`src/sv/json_key_string_extractor_defines.svh`:
```
// ----------------------------------------------------------------------------
// JSON key string extractor: assertion macros
// Shared concurrent assertion helpers, empty when synthesizing.
// ----------------------------------------------------------------------------
`ifndef JSON_KEY_STRING_EXTRACTOR_DEFINES_SVH
`define JSON_KEY_STRING_EXTRACTOR_DEFINES_SVH

`ifndef SYNTHESIS
// Same-cycle implication.
`define JKSE_ASSERT_IMP(label, clk, rst_n, ante, cons) \
    label: assert property (@(posedge clk) disable iff (!rst_n) (ante) |-> (cons)) \
        else $error("jkse: same-cycle check failed");
// Next-cycle implication.
`define JKSE_ASSERT_NXT(label, clk, rst_n, ante, cons) \
    label: assert property (@(posedge clk) disable iff (!rst_n) (ante) |=> (cons)) \
        else $error("jkse: next-cycle check failed");
`else
`define JKSE_ASSERT_IMP(label, clk, rst_n, ante, cons)
`define JKSE_ASSERT_NXT(label, clk, rst_n, ante, cons)
`endif

`endif

```
`src/sv/jkse_pkg.sv`:
```
// ----------------------------------------------------------------------------
// jkse_pkg
// Types, constants and helpers shared by the JSON key string extractor.
// ----------------------------------------------------------------------------
package jkse_pkg;

    localparam int MAX_KEY_BYTES = 16;
    localparam int WIN_DEPTH     = MAX_KEY_BYTES + 2;
    localparam int KEY_LEN_W     = 5;
    localparam int KLEN_W        = $clog2(MAX_KEY_BYTES + 1);
    localparam int FILL_W        = $clog2(WIN_DEPTH + 1);
    localparam int CFG_DATA_W    = 64;
    localparam int CFG_IDX_W     = 2;

    // Configuration register indexes
    localparam logic [CFG_IDX_W-1:0] CFG_KEY_LOW  = 2'd0;
    localparam logic [CFG_IDX_W-1:0] CFG_KEY_HIGH = 2'd1;
    localparam logic [CFG_IDX_W-1:0] CFG_KEY_LEN  = 2'd2;

    // Characters of interest
    localparam logic [7:0] CH_COLON  = 8'h3A;
    localparam logic [7:0] CH_QUOTE  = 8'h22;
    localparam logic [7:0] CH_BSLASH = 8'h5C;
    localparam logic [7:0] CH_LF     = 8'h0A;
    localparam logic [7:0] CH_TAB    = 8'h09;
    localparam logic [7:0] CH_CR     = 8'h0D;
    localparam logic [7:0] CH_SPACE  = 8'h20;
    localparam logic [7:0] CH_SLASH  = 8'h2F;
    localparam logic [7:0] CH_LC_B   = 8'h62;
    localparam logic [7:0] CH_LC_F   = 8'h66;
    localparam logic [7:0] CH_LC_N   = 8'h6E;
    localparam logic [7:0] CH_LC_R   = 8'h72;
    localparam logic [7:0] CH_LC_T   = 8'h74;
    localparam logic [7:0] CH_BS     = 8'h08;
    localparam logic [7:0] CH_FF     = 8'h0C;

    // Result status codes
    localparam logic [2:0] ST_CLOSED   = 3'd0;
    localparam logic [2:0] ST_OPEN     = 3'd1;
    localparam logic [2:0] ST_NO_KEY   = 3'd2;
    localparam logic [2:0] ST_NO_COLON = 3'd3;
    localparam logic [2:0] ST_NO_QUOTE = 3'd4;

    typedef struct packed {
        logic [7:0] json_byte;
        logic       end_of_document;
    } t_in_item;

    typedef struct packed {
        logic [7:0] value_byte;
        logic       byte_valid;
        logic       value_end;
        logic [2:0] status;
    } t_out_item;

    // Classified byte handed from front to back
    typedef struct packed {
        logic [7:0] data;
        logic       last;
        logic       search;
        logic       match;
        logic       ws;
        logic       colon;
        logic       quote;
        logic       bslash;
    } t_token;

    // Back-end observation bundle
    typedef struct packed {
        logic take;
        logic phase_search;
        logic phase_done;
        logic push_end;
    } t_back_stat;

    function automatic logic [7:0] unescape(input logic [7:0] c);
        logic [7:0] r;
        case (c)
            CH_LC_B: r = CH_BS;
            CH_LC_F: r = CH_FF;
            CH_LC_N: r = CH_LF;
            CH_LC_R: r = CH_CR;
            CH_LC_T: r = CH_TAB;
            default: r = c;
        endcase
        return r;
    endfunction

endpackage

```
`src/sv/json_key_string_extractor.sv`:
```
// ----------------------------------------------------------------------------
// json_key_string_extractor
// Pulls the string value of one configured key out of a JSON byte stream.
// ----------------------------------------------------------------------------
//
//  Channel   Handshake            Beat payload
//  -------   ------------------   ----------------------------------------
//  input     push / full          t_in_item  : json_byte, end_of_document
//  result    empty / pop          t_out_item : value_byte, byte_valid,
//                                              value_end, status
//  config    i_cfg_we             i_cfg_index, i_cfg_data (64 bits)
//
//  Throughput is one byte per clock while neither queue is full: the
//  quoted-key compare over the 18-byte window is a single parallel step
//  in the front end. A result passes through the token queue, then the
//  back-end result queue, each queue two entries deep.
//  Reset is synchronous on i_rst_n; it clears the key registers, the
//  search state and both queues. No clearing pass is needed.
//  Either side may stall at will; the two queues absorb the slack. A full
//  result queue holds the back end, and full rises once two bytes wait.
//
`include "json_key_string_extractor_defines.svh"

module json_key_string_extractor
    import jkse_pkg::*;
(
    input  logic                  i_clk,
    input  logic                  i_rst_n,
    // configuration write port
    input  logic                  i_cfg_we,
    input  logic [CFG_IDX_W-1:0]  i_cfg_index,
    input  logic [CFG_DATA_W-1:0] i_cfg_data,
    // document bytes in
    input  logic                  push,
    output logic                  full,
    input  t_in_item              i_in_item,
    // results out
    output logic                  empty,
    input  logic                  pop,
    output t_out_item             o_out_item
);

    // Classified bytes travel from front to back through a small queue
    // inside the front end; the back end takes one whenever its own result
    // queue has room.
    logic       tok_valid;
    t_token     tok;
    logic       tok_take;
    t_back_stat stat;

    // Front: key registers, window match, byte classification
    jkse_front u_front (
        .i_clk       (i_clk),
        .i_rst_n     (i_rst_n),
        .i_cfg_we    (i_cfg_we),
        .i_cfg_index (i_cfg_index),
        .i_cfg_data  (i_cfg_data),
        .i_push      (push),
        .o_full      (full),
        .i_item      (i_in_item),
        .o_tok_valid (tok_valid),
        .o_tok       (tok),
        .i_tok_take  (tok_take)
    );

    // Back: colon / quote / value sequencing and unescaping
    jkse_back u_back (
        .i_clk       (i_clk),
        .i_rst_n     (i_rst_n),
        .i_tok_valid (tok_valid),
        .i_tok       (tok),
        .o_tok_take  (tok_take),
        .i_pop       (pop),
        .o_empty     (empty),
        .o_item      (o_out_item),
        .o_stat      (stat)
    );

    // Front and back must agree on whether a byte belongs to the key search.
    `JKSE_ASSERT_IMP(a_search_agree, i_clk, i_rst_n, stat.take, tok.search == stat.phase_search)
    // A final result leaves the back end restarted or finished for the document.
    `JKSE_ASSERT_NXT(a_end_settles, i_clk, i_rst_n, stat.push_end, stat.phase_search || stat.phase_done)
    // Status is only carried on the final result of a document.
    `JKSE_ASSERT_IMP(a_status_final, i_clk, i_rst_n, !empty && !o_out_item.value_end, o_out_item.status == ST_CLOSED)
    // A beat without a value byte carries a zero byte.
    `JKSE_ASSERT_IMP(a_byte_zero, i_clk, i_rst_n, !empty && !o_out_item.byte_valid, o_out_item.value_byte == 8'h00)

endmodule

```
`src/sv/jkse_front.sv`:
```
// ----------------------------------------------------------------------------
// jkse_front
// Holds the key registers, matches the quoted key over a sliding window and
// queues classified bytes for the back end.
// ----------------------------------------------------------------------------
module jkse_front
    import jkse_pkg::*;
(
    input  logic                  i_clk,
    input  logic                  i_rst_n,
    input  logic                  i_cfg_we,
    input  logic [CFG_IDX_W-1:0]  i_cfg_index,
    input  logic [CFG_DATA_W-1:0] i_cfg_data,
    input  logic                  i_push,
    output logic                  o_full,
    input  t_in_item              i_item,
    output logic                  o_tok_valid,
    output t_token                o_tok,
    input  logic                  i_tok_take
);

    logic [CFG_DATA_W-1:0]   r_key_low;
    logic [CFG_DATA_W-1:0]   r_key_high;
    logic [KEY_LEN_W-1:0]    r_key_len;

    logic [7:0]              r_win [WIN_DEPTH];
    logic [FILL_W-1:0]       r_fill;
    logic                    r_found;

    t_token                  r_q [2];
    logic                    r_wr;
    logic                    r_rd;
    logic [1:0]              r_cnt;

    logic [2*CFG_DATA_W-1:0] key_flat;
    logic [7:0]              key [MAX_KEY_BYTES];
    logic [KLEN_W-1:0]       klen;
    logic [7:0]              win_nx [WIN_DEPTH];
    logic [FILL_W-1:0]       fill_nx;
    logic [MAX_KEY_BYTES:0]  match_by_len;
    logic                    accept;
    t_token                  tok_in;

    assign accept      = i_push && !o_full;
    assign o_full      = (r_cnt == 2'd2);
    assign o_tok_valid = (r_cnt != 2'd0);
    assign o_tok       = r_q[r_rd];

    assign key_flat = {r_key_high, r_key_low};
    assign klen     = (r_key_len > KEY_LEN_W'(MAX_KEY_BYTES)) ?
                      KLEN_W'(MAX_KEY_BYTES) : KLEN_W'(r_key_len);

    always_comb begin
        for (int j = 0; j < MAX_KEY_BYTES; j++) begin
            key[j] = key_flat[8*j +: 8];
        end
    end

    // Window after this byte, and a match check per candidate key length
    always_comb begin
        logic hit;
        win_nx[0] = i_item.json_byte;
        for (int p = 1; p < WIN_DEPTH; p++) begin
            win_nx[p] = r_win[p-1];
        end
        fill_nx = (r_fill == FILL_W'(WIN_DEPTH)) ? r_fill : r_fill + FILL_W'(1);
        for (int l = 0; l <= MAX_KEY_BYTES; l++) begin
            hit = (fill_nx >= FILL_W'(l + 2)) &&
                  (win_nx[0] == CH_QUOTE) && (win_nx[l+1] == CH_QUOTE);
            for (int j = 0; j < l; j++) begin
                hit = hit && (win_nx[l-j] == key[j]);
            end
            match_by_len[l] = hit;
        end
    end

    always_comb begin
        tok_in.data   = i_item.json_byte;
        tok_in.last   = i_item.end_of_document;
        tok_in.search = !r_found;
        tok_in.match  = !r_found && match_by_len[klen];
        tok_in.ws     = (i_item.json_byte == CH_SPACE) || (i_item.json_byte == CH_TAB) ||
                        (i_item.json_byte == CH_LF) || (i_item.json_byte == CH_CR);
        tok_in.colon  = (i_item.json_byte == CH_COLON);
        tok_in.quote  = (i_item.json_byte == CH_QUOTE);
        tok_in.bslash = (i_item.json_byte == CH_BSLASH);
    end

    // Configuration registers
    always_ff @(posedge i_clk) begin
        if (!i_rst_n) begin
            r_key_low  <= '0;
            r_key_high <= '0;
            r_key_len  <= '0;
        end else if (i_cfg_we) begin
            case (i_cfg_index)
                CFG_KEY_LOW:  r_key_low  <= i_cfg_data;
                CFG_KEY_HIGH: r_key_high <= i_cfg_data;
                CFG_KEY_LEN:  r_key_len  <= i_cfg_data[KEY_LEN_W-1:0];
                default:      ;
            endcase
        end
    end

    // Search state: fill count gates stale window bytes
    always_ff @(posedge i_clk) begin
        if (!i_rst_n) begin
            r_fill  <= '0;
            r_found <= 1'b0;
        end else if (accept) begin
            if (i_item.end_of_document) begin
                r_fill  <= '0;
                r_found <= 1'b0;
            end else if (!r_found) begin
                r_fill  <= fill_nx;
                r_found <= tok_in.match;
            end
        end
    end

    always_ff @(posedge i_clk) begin
        if (accept && !r_found) begin
            r_win <= win_nx;
        end
        if (accept) begin
            r_q[r_wr] <= tok_in;
        end
    end

    // Token queue pointers
    always_ff @(posedge i_clk) begin
        if (!i_rst_n) begin
            r_wr  <= 1'b0;
            r_rd  <= 1'b0;
            r_cnt <= '0;
        end else begin
            if (accept) begin
                r_wr <= ~r_wr;
            end
            if (i_tok_take) begin
                r_rd <= ~r_rd;
            end
            r_cnt <= r_cnt + {1'b0, accept} - {1'b0, i_tok_take};
        end
    end

endmodule

```
`src/sv/jkse_back.sv`:
```
// ----------------------------------------------------------------------------
// jkse_back
// Runs the colon / quote / value sequence on classified bytes, undoes
// escapes and queues results for the consumer.
// ----------------------------------------------------------------------------
module jkse_back
    import jkse_pkg::*;
(
    input  logic       i_clk,
    input  logic       i_rst_n,
    input  logic       i_tok_valid,
    input  t_token     i_tok,
    output logic       o_tok_take,
    input  logic       i_pop,
    output logic       o_empty,
    output t_out_item  o_item,
    output t_back_stat o_stat
);

    typedef enum logic [4:0] {
        PH_SEARCH = 5'b00001,
        PH_COLON  = 5'b00010,
        PH_QUOTE  = 5'b00100,
        PH_VALUE  = 5'b01000,
        PH_DONE   = 5'b10000
    } t_phase;

    t_phase     r_phase;
    t_phase     n_phase;
    logic       r_esc;
    logic       n_esc;

    t_out_item  r_rq [2];
    logic       r_wr;
    logic       r_rd;
    logic [1:0] r_cnt;

    logic       take;
    logic       emit;
    t_out_item  res;
    logic       pop_acc;
    logic       push;

    assign take       = i_tok_valid && (r_cnt != 2'd2);
    assign o_tok_take = take;
    assign push       = take && emit;
    assign pop_acc    = i_pop && (r_cnt != 2'd0);
    assign o_empty    = (r_cnt == 2'd0);
    assign o_item     = r_rq[r_rd];

    assign o_stat.take         = take;
    assign o_stat.phase_search = (r_phase == PH_SEARCH);
    assign o_stat.phase_done   = (r_phase == PH_DONE);
    assign o_stat.push_end     = push && res.value_end;

    always_comb begin
        n_phase = r_phase;
        n_esc   = r_esc;
        emit    = 1'b0;
        res     = '0;
        if (take) begin
            unique case (r_phase)
                PH_SEARCH: begin
                    if (i_tok.match) begin
                        n_phase = PH_COLON;
                        if (i_tok.last) begin
                            emit = 1'b1;
                            res.value_end = 1'b1;
                            res.status    = ST_NO_COLON;
                        end
                    end else if (i_tok.last) begin
                        emit = 1'b1;
                        res.value_end = 1'b1;
                        res.status    = ST_NO_KEY;
                    end
                end
                PH_COLON: begin
                    if (i_tok.colon) begin
                        n_phase = PH_QUOTE;
                        if (i_tok.last) begin
                            emit = 1'b1;
                            res.value_end = 1'b1;
                            res.status    = ST_NO_QUOTE;
                        end
                    end else if (!i_tok.ws || i_tok.last) begin
                        emit = 1'b1;
                        res.value_end = 1'b1;
                        res.status    = ST_NO_COLON;
                        n_phase       = PH_DONE;
                    end
                end
                PH_QUOTE: begin
                    if (i_tok.quote) begin
                        n_phase = PH_VALUE;
                        if (i_tok.last) begin
                            emit = 1'b1;
                            res.value_end = 1'b1;
                            res.status    = ST_OPEN;
                        end
                    end else if (!i_tok.ws || i_tok.last) begin
                        emit = 1'b1;
                        res.value_end = 1'b1;
                        res.status    = ST_NO_QUOTE;
                        n_phase       = PH_DONE;
                    end
                end
                PH_VALUE: begin
                    if (r_esc) begin
                        n_esc = 1'b0;
                        emit  = 1'b1;
                        res.value_byte = unescape(i_tok.data);
                        res.byte_valid = 1'b1;
                        res.value_end  = i_tok.last;
                        res.status     = i_tok.last ? ST_OPEN : ST_CLOSED;
                    end else if (i_tok.quote) begin
                        emit = 1'b1;
                        res.value_end = 1'b1;
                        res.status    = ST_CLOSED;
                        n_phase       = PH_DONE;
                    end else if (i_tok.bslash && !i_tok.last) begin
                        n_esc = 1'b1;
                    end else begin
                        emit = 1'b1;
                        res.value_byte = i_tok.data;
                        res.byte_valid = 1'b1;
                        res.value_end  = i_tok.last;
                        res.status     = i_tok.last ? ST_OPEN : ST_CLOSED;
                    end
                end
                PH_DONE: ;
                default: n_phase = PH_SEARCH;
            endcase
            // restart on the last byte of a document
            if (i_tok.last) begin
                n_phase = PH_SEARCH;
                n_esc   = 1'b0;
            end
        end
    end

    always_ff @(posedge i_clk) begin
        if (!i_rst_n) begin
            r_phase <= PH_SEARCH;
            r_esc   <= 1'b0;
            r_wr    <= 1'b0;
            r_rd    <= 1'b0;
            r_cnt   <= '0;
        end else begin
            r_phase <= n_phase;
            r_esc   <= n_esc;
            if (push) begin
                r_wr <= ~r_wr;
            end
            if (pop_acc) begin
                r_rd <= ~r_rd;
            end
            r_cnt <= r_cnt + {1'b0, push} - {1'b0, pop_acc};
        end
    end

    always_ff @(posedge i_clk) begin
        if (push) begin
            r_rq[r_wr] <= res;
        end
    end

endmodule
```
`config.mk`:
```
export PLATFORM = sky130hd
export DESIGN_NAME = json_key_string_extractor
export DESIGN_NICKNAME = d
export VERILOG_FILES = /design/src/sv/jkse_pkg.sv /design/src/sv/json_key_string_extractor.sv /design/src/sv/jkse_front.sv /design/src/sv/jkse_back.sv
export VERILOG_INCLUDE_DIRS = /design/src /design/src/sv
export SDC_FILE = /design/constraint.sdc
export NUM_CORES = 1
export LEC_CHECK = 0
export ABC_CLOCK_PERIOD_IN_PS = 9300
export BUFFER_PORTS_ARGS = -buffer_cell sky130_fd_sc_hd__buf_2
export CELL_PAD_IN_SITES_DETAIL_PLACEMENT = 1
export CELL_PAD_IN_SITES_GLOBAL_PLACEMENT = 2
export CORE_MARGIN = 3
export CORE_UTILIZATION = 40
export CTS_CLUSTER_SIZE = 25
export DETAILED_ROUTE_END_ITERATION = 6
export PLACE_DENSITY_LB_ADDON = 0.1
export SETUP_SLACK_MARGIN = 0.5
export SYNTH_ARGS = -nofsm -noshare
export SYNTH_HDL_FRONTEND = slang
export SYNTH_SLANG_ARGS = --single-unit
```
`constraint.sdc`:
```
create_clock -name i_clk -period 9.3 [get_ports i_clk]
set_clock_uncertainty 0.05 [all_clocks]
set_input_delay 1.395 -clock i_clk [delete_from_list [all_inputs] [get_ports i_clk]]
set_output_delay 1.395 -clock i_clk [all_outputs]
set_load 0.02 [all_outputs]
```
==> results of run 1 <==
-- cells in the mapped netlist (7+ instances only) --
master     count  area share
a221oi_1      11      0.0036
mux2i_1       22      0.0082
a21boi_0     129       0.036
o2bb2ai_1      7      0.0023
nand4_1      183       0.043
o21ai_0       16      0.0030
edfxtp_1     190        0.21
xor2_1       485        0.16
a21oi_1       21      0.0039
buf_2        107       0.020
buf_1         68      0.0095
mux2_2        16      0.0067
inv_1         90       0.013
o22ai_1       26      0.0060
dfxtp_1      155        0.12
nor2b_1       41      0.0095
and2_1        13      0.0030
a22oi_1       14      0.0039
nor2_1        51      0.0071
nor4_1       191       0.044
and3_1         7      0.0016
nand2_1      301       0.042
nand2b_1      15      0.0035
xnor2_1      529        0.17
clkbuf_1     149       0.021
nand3_1       24      0.0045
buf_6          8      0.0033
nor4b_1       17      0.0055
nor3_1        26      0.0048
buf_4         11      0.0031
-- layout make-up --
class,count,area (um^2),share of cell area
clock inverter,25,228,0.00766
timing repair buffer,266,1770,0.0594
multi-input combinational,2243,16300,0.548
sequential,345,8820,0.297
inverter,90,338,0.0114
tap,864,1080,0.0364
antenna,10,25.0,0.000842
clock buffer,54,1170,0.0394
-- state kept, by name, summed over array words and instances, names as in the netlist, 2 cells and up, named ones only --
| name | flops |
|---|---|
| u_back.r_cnt | 2 |
| u_back.r_phase | 5 |
| u_back.r_rq | 26 |
| u_front.r_cnt | 2 |
| u_front.r_fill | 5 |
| u_front.r_key_high | 64 |
| u_front.r_key_len | 5 |
| u_front.r_key_low | 64 |
| u_front.r_q | 28 |
| u_front.r_win | 136 |
-- logic make-up (layout without fill, tap and decap cells) --
logic type / Yosys count / count (layout) / share of synthesized area
other cells: 0 / 10 / 0
flops: 345 / 345 / 0.327
fa+ha+maj: 7 / 7 / 0.00316
compound gates: 278 / 278 / 0.0756
buf+inv: 434 / 435 / 0.0693
simple gates: 906 / 906 / 0.180
xor+xnor: 1014 / 1014 / 0.330
mux: 38 / 38 / 0.0149
-- stage by stage --
| stage | area (um^2) | setup WS [ns] | cells | hold slack [ns] | utilization |
|---|---|---|---|---|---|
| after CTS | 29600 | 5.42 | 3884 | 0.404 | 0.448 |
| after global placement | 28300 | 4.93 | 3805 | 0.384 | 0.427 |
| after global routing | 29700 | 5.11 | 3887 | 0.416 | 0.448 |
| final | 29700 | 4.92 | 3897 | 0.402 | 0.449 |
| after floorplan | 26900 | 1.45 | 3022 | 0.371 | - |
| after detailed placement | 28300 | 4.82 | 3805 | 0.390 | 0.427 |
-- layer usage --
metal  global-route usage  part of all wire  routed length, um  up-vias
met3                0.224              0.15              25600      999
met4                0.367             0.099              17000        8
met5              0.00946           0.00067                115        -
met2                0.663              0.39              67100     2552
met1                0.572              0.36              62300    13300
li1                     -                 -                  -    10200
-- power by group through the flow --
stage	clock (mW)	sequential, mW	combinational [mW]
2_1_floorplan	0	1.99	1.55
3_3_place_gp	0	2.25	2.20
3_5_place_dp	0	2.26	2.25
4_1_cts	1.73	2.23	2.26
5_1_grt	1.79	2.26	2.45
6_report	1.71	2.27	2.41
-- worst max-delay path, delay by kind of cell (launching register included) --
family / cells / cell delay (ns)
xor+xnor: 1 / 1.16
simple gates: 5 / 2.11
compound gates: 1 / 0.27
flops: 1 / 0.61
-- how the worst max path moves through the flow --
| stage | from | end | slack [ns] | cells after the start |
|---|---|---|---|---|
| after detailed placement | i_in_item[1] | u_front.r_q[1][4] | 4.82 | 10 |
| after floorplan | push | u_front.r_win[100] | 1.45 | 2 |
| after CTS | i_in_item[1] | u_front.r_q[1][4] | 5.42 | 10 |
| after global placement | i_in_item[1] | u_front.r_q[0][4] | 4.93 | 10 |
| after global routing | u_front.r_win[142] | u_front.r_q[1][4] | 5.11 | 9 |
| final | u_front.r_win[88] | u_front.r_q[1][4] | 4.92 | 7 |
==> flow_summary.yaml, run 1 <==
run_status:
  outcome: "finished, violations left"
  failed_checks: "capacitance limit, slew limit"
cts:
  numCtsBuffers: 43
  post_cts_resized: 0
  clock_path_buffers: 3
  htree_num_levels: 2
  postCtsSetupRepairBufs: 0
  clock-root-buffer: "clkbuf_16"
  clock-sinks: 345
  clkSlewWorstSetupHoldPaths_ns: 0.07
  clk_latency_ns: 0.60
  clock_tree_from_tritoncts: "yes"
  cts_hold_repair.buffers: 0
worst_hold_path:
  timing.hold.worst.class: "flop to flop"
  timing.hold.worst_path_depth: 0
  min_to: "u_front.r_win[121]"
  hold_path.startpoint: "u_front.r_win[129]"
floorplanning:
  chipWidth_um: 265
  die_h_um: 265
  rows: 94
  initial_core_util: 0.407
  io_pins: 95
  die_footprint_mm2: 0.0705
  fp.coreArea_mm2: 0.0662
critical_path:
  rr_startpoint: "u_front.r_win[88]"
  worstRegToRegCells: 7
  reg2reg_setup_slack_ns: 4.92
  worst_path_max_delay_cell: "xnor2_1"
  slowest_stage_delay_on_critical_path_ns: 1.16
  criticalPathCategory: "flop to flop"
  critPathRequiredTime_ns: 9.67
  worstPathMaxFanout: 6
  worst_ep_arrival_time_ns: 4.76
  worstSetupEndpointType: "flop"
  timing.critical_path.cells: "xnor2_1 -> nand4_1 -> nor4_1 -> nand4_1 -> nor4_1 -> nand3_1 -> a21oi_1"
  startpoint_type: "flop"
  worstReg2RegEnd: "u_front.r_q[1][4]"
run:
  maxCapViolCount: 1
global_route:
  grt_first_pass_wirelength_um: 230000
  total_track_usage: 0.479
  grt_start_max_net_pins: 84
  first_global_vias: 26700
  gr-total-overflow: 0
  antenna_violations_before_repair: 13
cells_and_area:
  drive_gt1_frac: 0.122
  flow.area_growth_from_synthesis_pct: 10.3
  final_cell_mix: "xnor2_1 (529), xor2_1 (485), nand2_1 (301)"
  nFillCells: 7617
  final_common_cell: "xnor2_1"
  final_nets: 3075
logic_synthesis:
  synth_edf_count: 190
  postSynth.asyncResetShare: 0
  synth-main-ff-cell: "edfxtp_1"
  synth.yosys.seq_area_share: 0.327
  netlist_instances: 3022
  postSynthAreaPerCell_um2: 8.91
  ys_seq_elements: 345
  synth_fp_nets: 3108
  number_of_warnings_issued_by_yosys: 0
  syn_area_mm2: 0.0269
  synth_cell_types: 69
sta:
  post_layout_minimum_cycle_time_ns: 4.38
  layout_worst_path_cycle_share: 0.471
  timing_worst_slew_pin_value_ns: 1.54
  finalSetupViolCount: 0
  timing_max_transition_violations_final: 14
  timing.slew.headroom: -0.0291
  rsz_0062_raised_after_global_routing: "no"
  timing_hold_violations_final: 0
  fmax_ghz: 0.228
  setup_total_negative_slack_ns: 0
detailed_routing:
  antenna_violating_nets_post_route: 0
  remaining_drc_errors: 0
  vias_per_cell: 6.94
  wl_um: 172000
  wl_per_cell_um: 44.2
  drt_iter0_drc: 4858
  vias: 27100
  detailedRoute.firstPassIterationCount: 6
placed_design:
  io_buffers: 94
  gp_routability_congestion: 1.09
  dpl_wire_length_um: 112000
power_and_ir_drop:
  seqPwrFrac: 0.355
  cell_internal_pwr_mw: 3.64
  leakage_nw: 10.8
  netSwitchingFraction: 0.429
  clock_power_share: 0.267
  vdd_ir_drop_max_mv: 0.133
  cellPowerDensity_mw_per_mm2: 215
  combinational_share_of_power: 0.377
  switching_power_mw: 2.74
  total_power_mw: 6.38
(Power assumes the default switching activity.)
==> run 2, diff against run 1 <==
--- a/config.mk
+++ b/config.mk
@@ -6,12 +6,13 @@
 export SDC_FILE = /design/constraint.sdc
 export NUM_CORES = 1
 export LEC_CHECK = 0
-export ABC_CLOCK_PERIOD_IN_PS = 9300
+export ABC_AREA = 1
+export ABC_CLOCK_PERIOD_IN_PS = 4550
 export BUFFER_PORTS_ARGS = -buffer_cell sky130_fd_sc_hd__buf_2
 export CELL_PAD_IN_SITES_DETAIL_PLACEMENT = 1
 export CELL_PAD_IN_SITES_GLOBAL_PLACEMENT = 2
 export CORE_MARGIN = 3
-export CORE_UTILIZATION = 40
+export CORE_UTILIZATION = 36
 export CTS_CLUSTER_SIZE = 25
 export DETAILED_ROUTE_END_ITERATION = 6
 export PLACE_DENSITY_LB_ADDON = 0.1
==> constraint.sdc (replaced) <==
create_clock -name i_clk -period 4.55 [get_ports i_clk]
set_clock_uncertainty 0.05 [all_clocks]
set_input_delay 0.6825 -clock i_clk [delete_from_list [all_inputs] [get_ports i_clk]]
set_output_delay 0.6825 -clock i_clk [all_outputs]
set_load 0.02 [all_outputs]
==> run 2 against run 1 <==
Compared with the run above:
- utilization is 4.0 points lower
- setup slack worse by 4.0 ns
- the run now ends clean
- sequential power is 110% higher
- clock-buffer cell count is 9 higher
- clock power is 120% higher
- non-clock buffer count is 36 higher
- highest routed layer unchanged
- combinational power is 150% higher
- synthesized cell count is 46% higher
- largest power group unchanged
- largest cell class unchanged
- cell area is 7.1% higher
- via count is 24% higher
- critical endpoint is now u_front.r_found
- critical path depth is 10 higher
==> flow_summary.yaml, run 2 <==
run_status:
  outcome: "finished, final reports clean"
power_and_ir_drop:
  vdd_ir_drop_max_mv: 0.310
  cellPowerDensity_mw_per_mm2: 452
  leakage_nw: 13.6
logic_synthesis:
  synth_edf_count: 190
  post-synth-top-count-cell: "nand2_1"
  synthDominantAreaCellType: "nand2_1"
  synth_cell_types: 48
  postSynthAreaPerCell_um2: 6.42
  number_of_warnings_issued_by_yosys: 0
  synth-main-ff-cell: "edfxtp_1"
  synth_fp_nets: 4508
  synth.yosys.seq_area_share: 0.310
  postSynth.asyncResetShare: 0
  netlist_top_cells_area: "nand2_1 (22%), edfxtp_1 (20%), dfxtp_1 (11%)"
  synth_top_cell_area_share: 0.217
  netlist_instances: 4422
  syn_area_mm2: 0.0284
  ys_seq_elements: 345
  synth_commonest_cells: "nand2_1 (1638), nor2_1 (522), inv_1 (272)"
sta:
  setup_total_negative_slack_ns: 0
  timing.final.ws_setup_ns: 0.876
  timing_worst_slew_pin_value_ns: 1.34
  post_layout_minimum_cycle_time_ns: 3.67
  timing_hold_violations_final: 0
  timing.slew.headroom: 0.0909
  finalSetupViolCount: 0
  timing_max_transition_violations_final: 0
  layout_worst_path_cycle_share: 0.807
  fmax_ghz: 0.272
  tightest_hold_margin_ns: 0.231
  rsz_0062_raised_after_global_routing: "no"
placed_design:
  pre_cts_ws_ns: 0.818
  post-place-cells: 5447
  dpl_wire_length_um: 141000
  gp_routability_congestion: 1.15
  io_buffers: 94
cells_and_area:
  top_regs: "u_front.r_win (136), u_front.r_key_high (64), u_front.r_key_low (64)"
  final_cell_mix: "nand2_1 (1638), nor2_1 (519), inv_1 (272)"
  finalCoreUtilization: 0.409
  reg_with_most_ffs: "u_front.r_win"
  nFillCells: 10200
  final_nets: 4541
  drive_gt1_frac: 0.0946
  reg_area_mm2: 0.00881
  finish.cell_count_without_fillers: 5536
  largest_reg_flops: 136
  multiInputGateArea_mm2: 0.0169
  final_common_cell: "nand2_1"
  flow.area_growth_from_synthesis_pct: 12.0
floorplanning:
  die_h_um: 287
  die_footprint_mm2: 0.0823
  io_pins: 95
  initial_core_util: 0.365
  rows: 102
  chipWidth_um: 287
  fp.coreArea_mm2: 0.0778
critical_path:
  critPathRequiredTime_ns: 5.07
  worstSetupEndpointType: "flop"
  worstReg2RegEnd: "u_front.r_found"
  startpoint_type: "flop"
  criticalPathCategory: "flop to flop"
  worstRegToRegCells: 17
  worstPathMaxFanout: 13
  reg2reg_setup_slack_ns: 0.88
  worst_ep_arrival_time_ns: 4.20
  rr_startpoint: "u_front.r_win[91]"
global_route:
  grt_start_max_net_pins: 74
  antenna_violations_before_repair: 15
  first_global_vias: 32500
  total_track_usage: 0.463
  gr-total-overflow: 0
  grt_first_pass_wirelength_um: 265000
detailed_routing:
  wl_um: 195000
  remaining_drc_errors: 0
  antenna_violating_nets_post_route: 0
  drt_iter0_drc: 4207
  detailedRoute.firstPassIterationCount: 6
  vias: 33500
  vias_per_cell: 6.05
  wl_per_cell_um: 35.2
cts:
  post_cts_resized: 0
  postCtsSetupRepairBufs: 0
  cts_hold_repair.buffers: 0
  clock-sinks: 345
  numCtsBuffers: 46
  clock_path_buffers: 3
  clock_tree_from_tritoncts: "yes"
  clkSlewWorstSetupHoldPaths_ns: 0.06
  clk_latency_ns: 0.64
  clock-root-buffer: "clkbuf_16"
  htree_num_levels: 2
worst_hold_path:
  hold_path.startpoint: "i_in_item[7]"
  timing.hold.worst_path_depth: 1
  timing.hold.worst.class: "input port to flop"
  min_to: "u_front.r_win[142]"
run:
  maxCapViolCount: 0
[run 2: stage by stage]
step	cell area (um^2)	power, mW
floorplan	28400	7.82
finish	31800	14.4
detailed placement	30300	10.4
global placement	30300	10.3
global route	31800	14.8
CTS	31800	14.1
[run 2: worst max-delay path by stage]
| stage | from | endpoint | slack, ns | cells after the start |
|---|---|---|---|---|
| global route | flop | u_back.r_cnt[1] | 0.82 | 14 |
| finish | u_front.r_win[91] | u_front.r_found | 0.88 | 17 |
| global placement | i_in_item[7] | u_front.r_found | 0.78 | 16 |
| detailed placement | i_in_item[7] | u_front.r_q[0][4] | 0.82 | 14 |
| CTS | u_front.r_key_low[6] | u_front.r_found | 1.06 | 16 |
| floorplan | push | u_front.r_win[100] | 1.12 | 2 |
[run 2: final cells by class]
type                            count  share of cell area
Tap cell                         1040              0.0409
Timing Repair Buffer              302              0.0655
Multi-Input combinational cell   3452               0.533
Inverter                          308              0.0364
Clock buffer                       63              0.0406
Sequential cell                   345               0.277
Clock inverter                     23             0.00661
Antenna cell                        3            0.000236
[run 2: per-layer routing]
metal	GRT usage	wire length, um	up-vias
li1	-	-	14100
met1	0.584	75100	16400
met2	0.667	78900	2241
met3	0.125	21700	729
met4	0.357	18900	12
met5	0	74	-
[run 2: power by group]
part	internal (mW)	switching, mW	total [mW]
sequential	3.88	0.859	4.74
clock	2.02	1.70	3.72
combinational	1.72	4.19	5.91
[run 2: cells by family after synthesis]
logic type | count (synthesis) | synth area share
AOI/OAI and AO/OA | 430 | 0.0820
xor gates and xnor gates | 450 | 0.139
adders and majority gates | 6 | 0.00264
buffers and inverters | 625 | 0.0939
DFF | 345 | 0.310
muxes | 16 | 0.00621
and+or+nand+nor | 2550 | 0.366
[run 2: worst max-delay path: stages (launching register included)]
cell      delay, ns
edfxtp_1       0.76
inv_1          0.50
nand2_1        0.10
nand2_1        0.08
nand2_1        0.05
nor2_1         0.46
nand2_1        0.14
nor2_1         0.18
nand3_1        0.09
nor2_1         0.36
nand2_1        0.11
nand3_1        0.12
nand3_1        0.12
nand3_1        0.11
nand2_1        0.10
nand2_1        0.07
nand2_1        0.07
a21oi_2        0.12
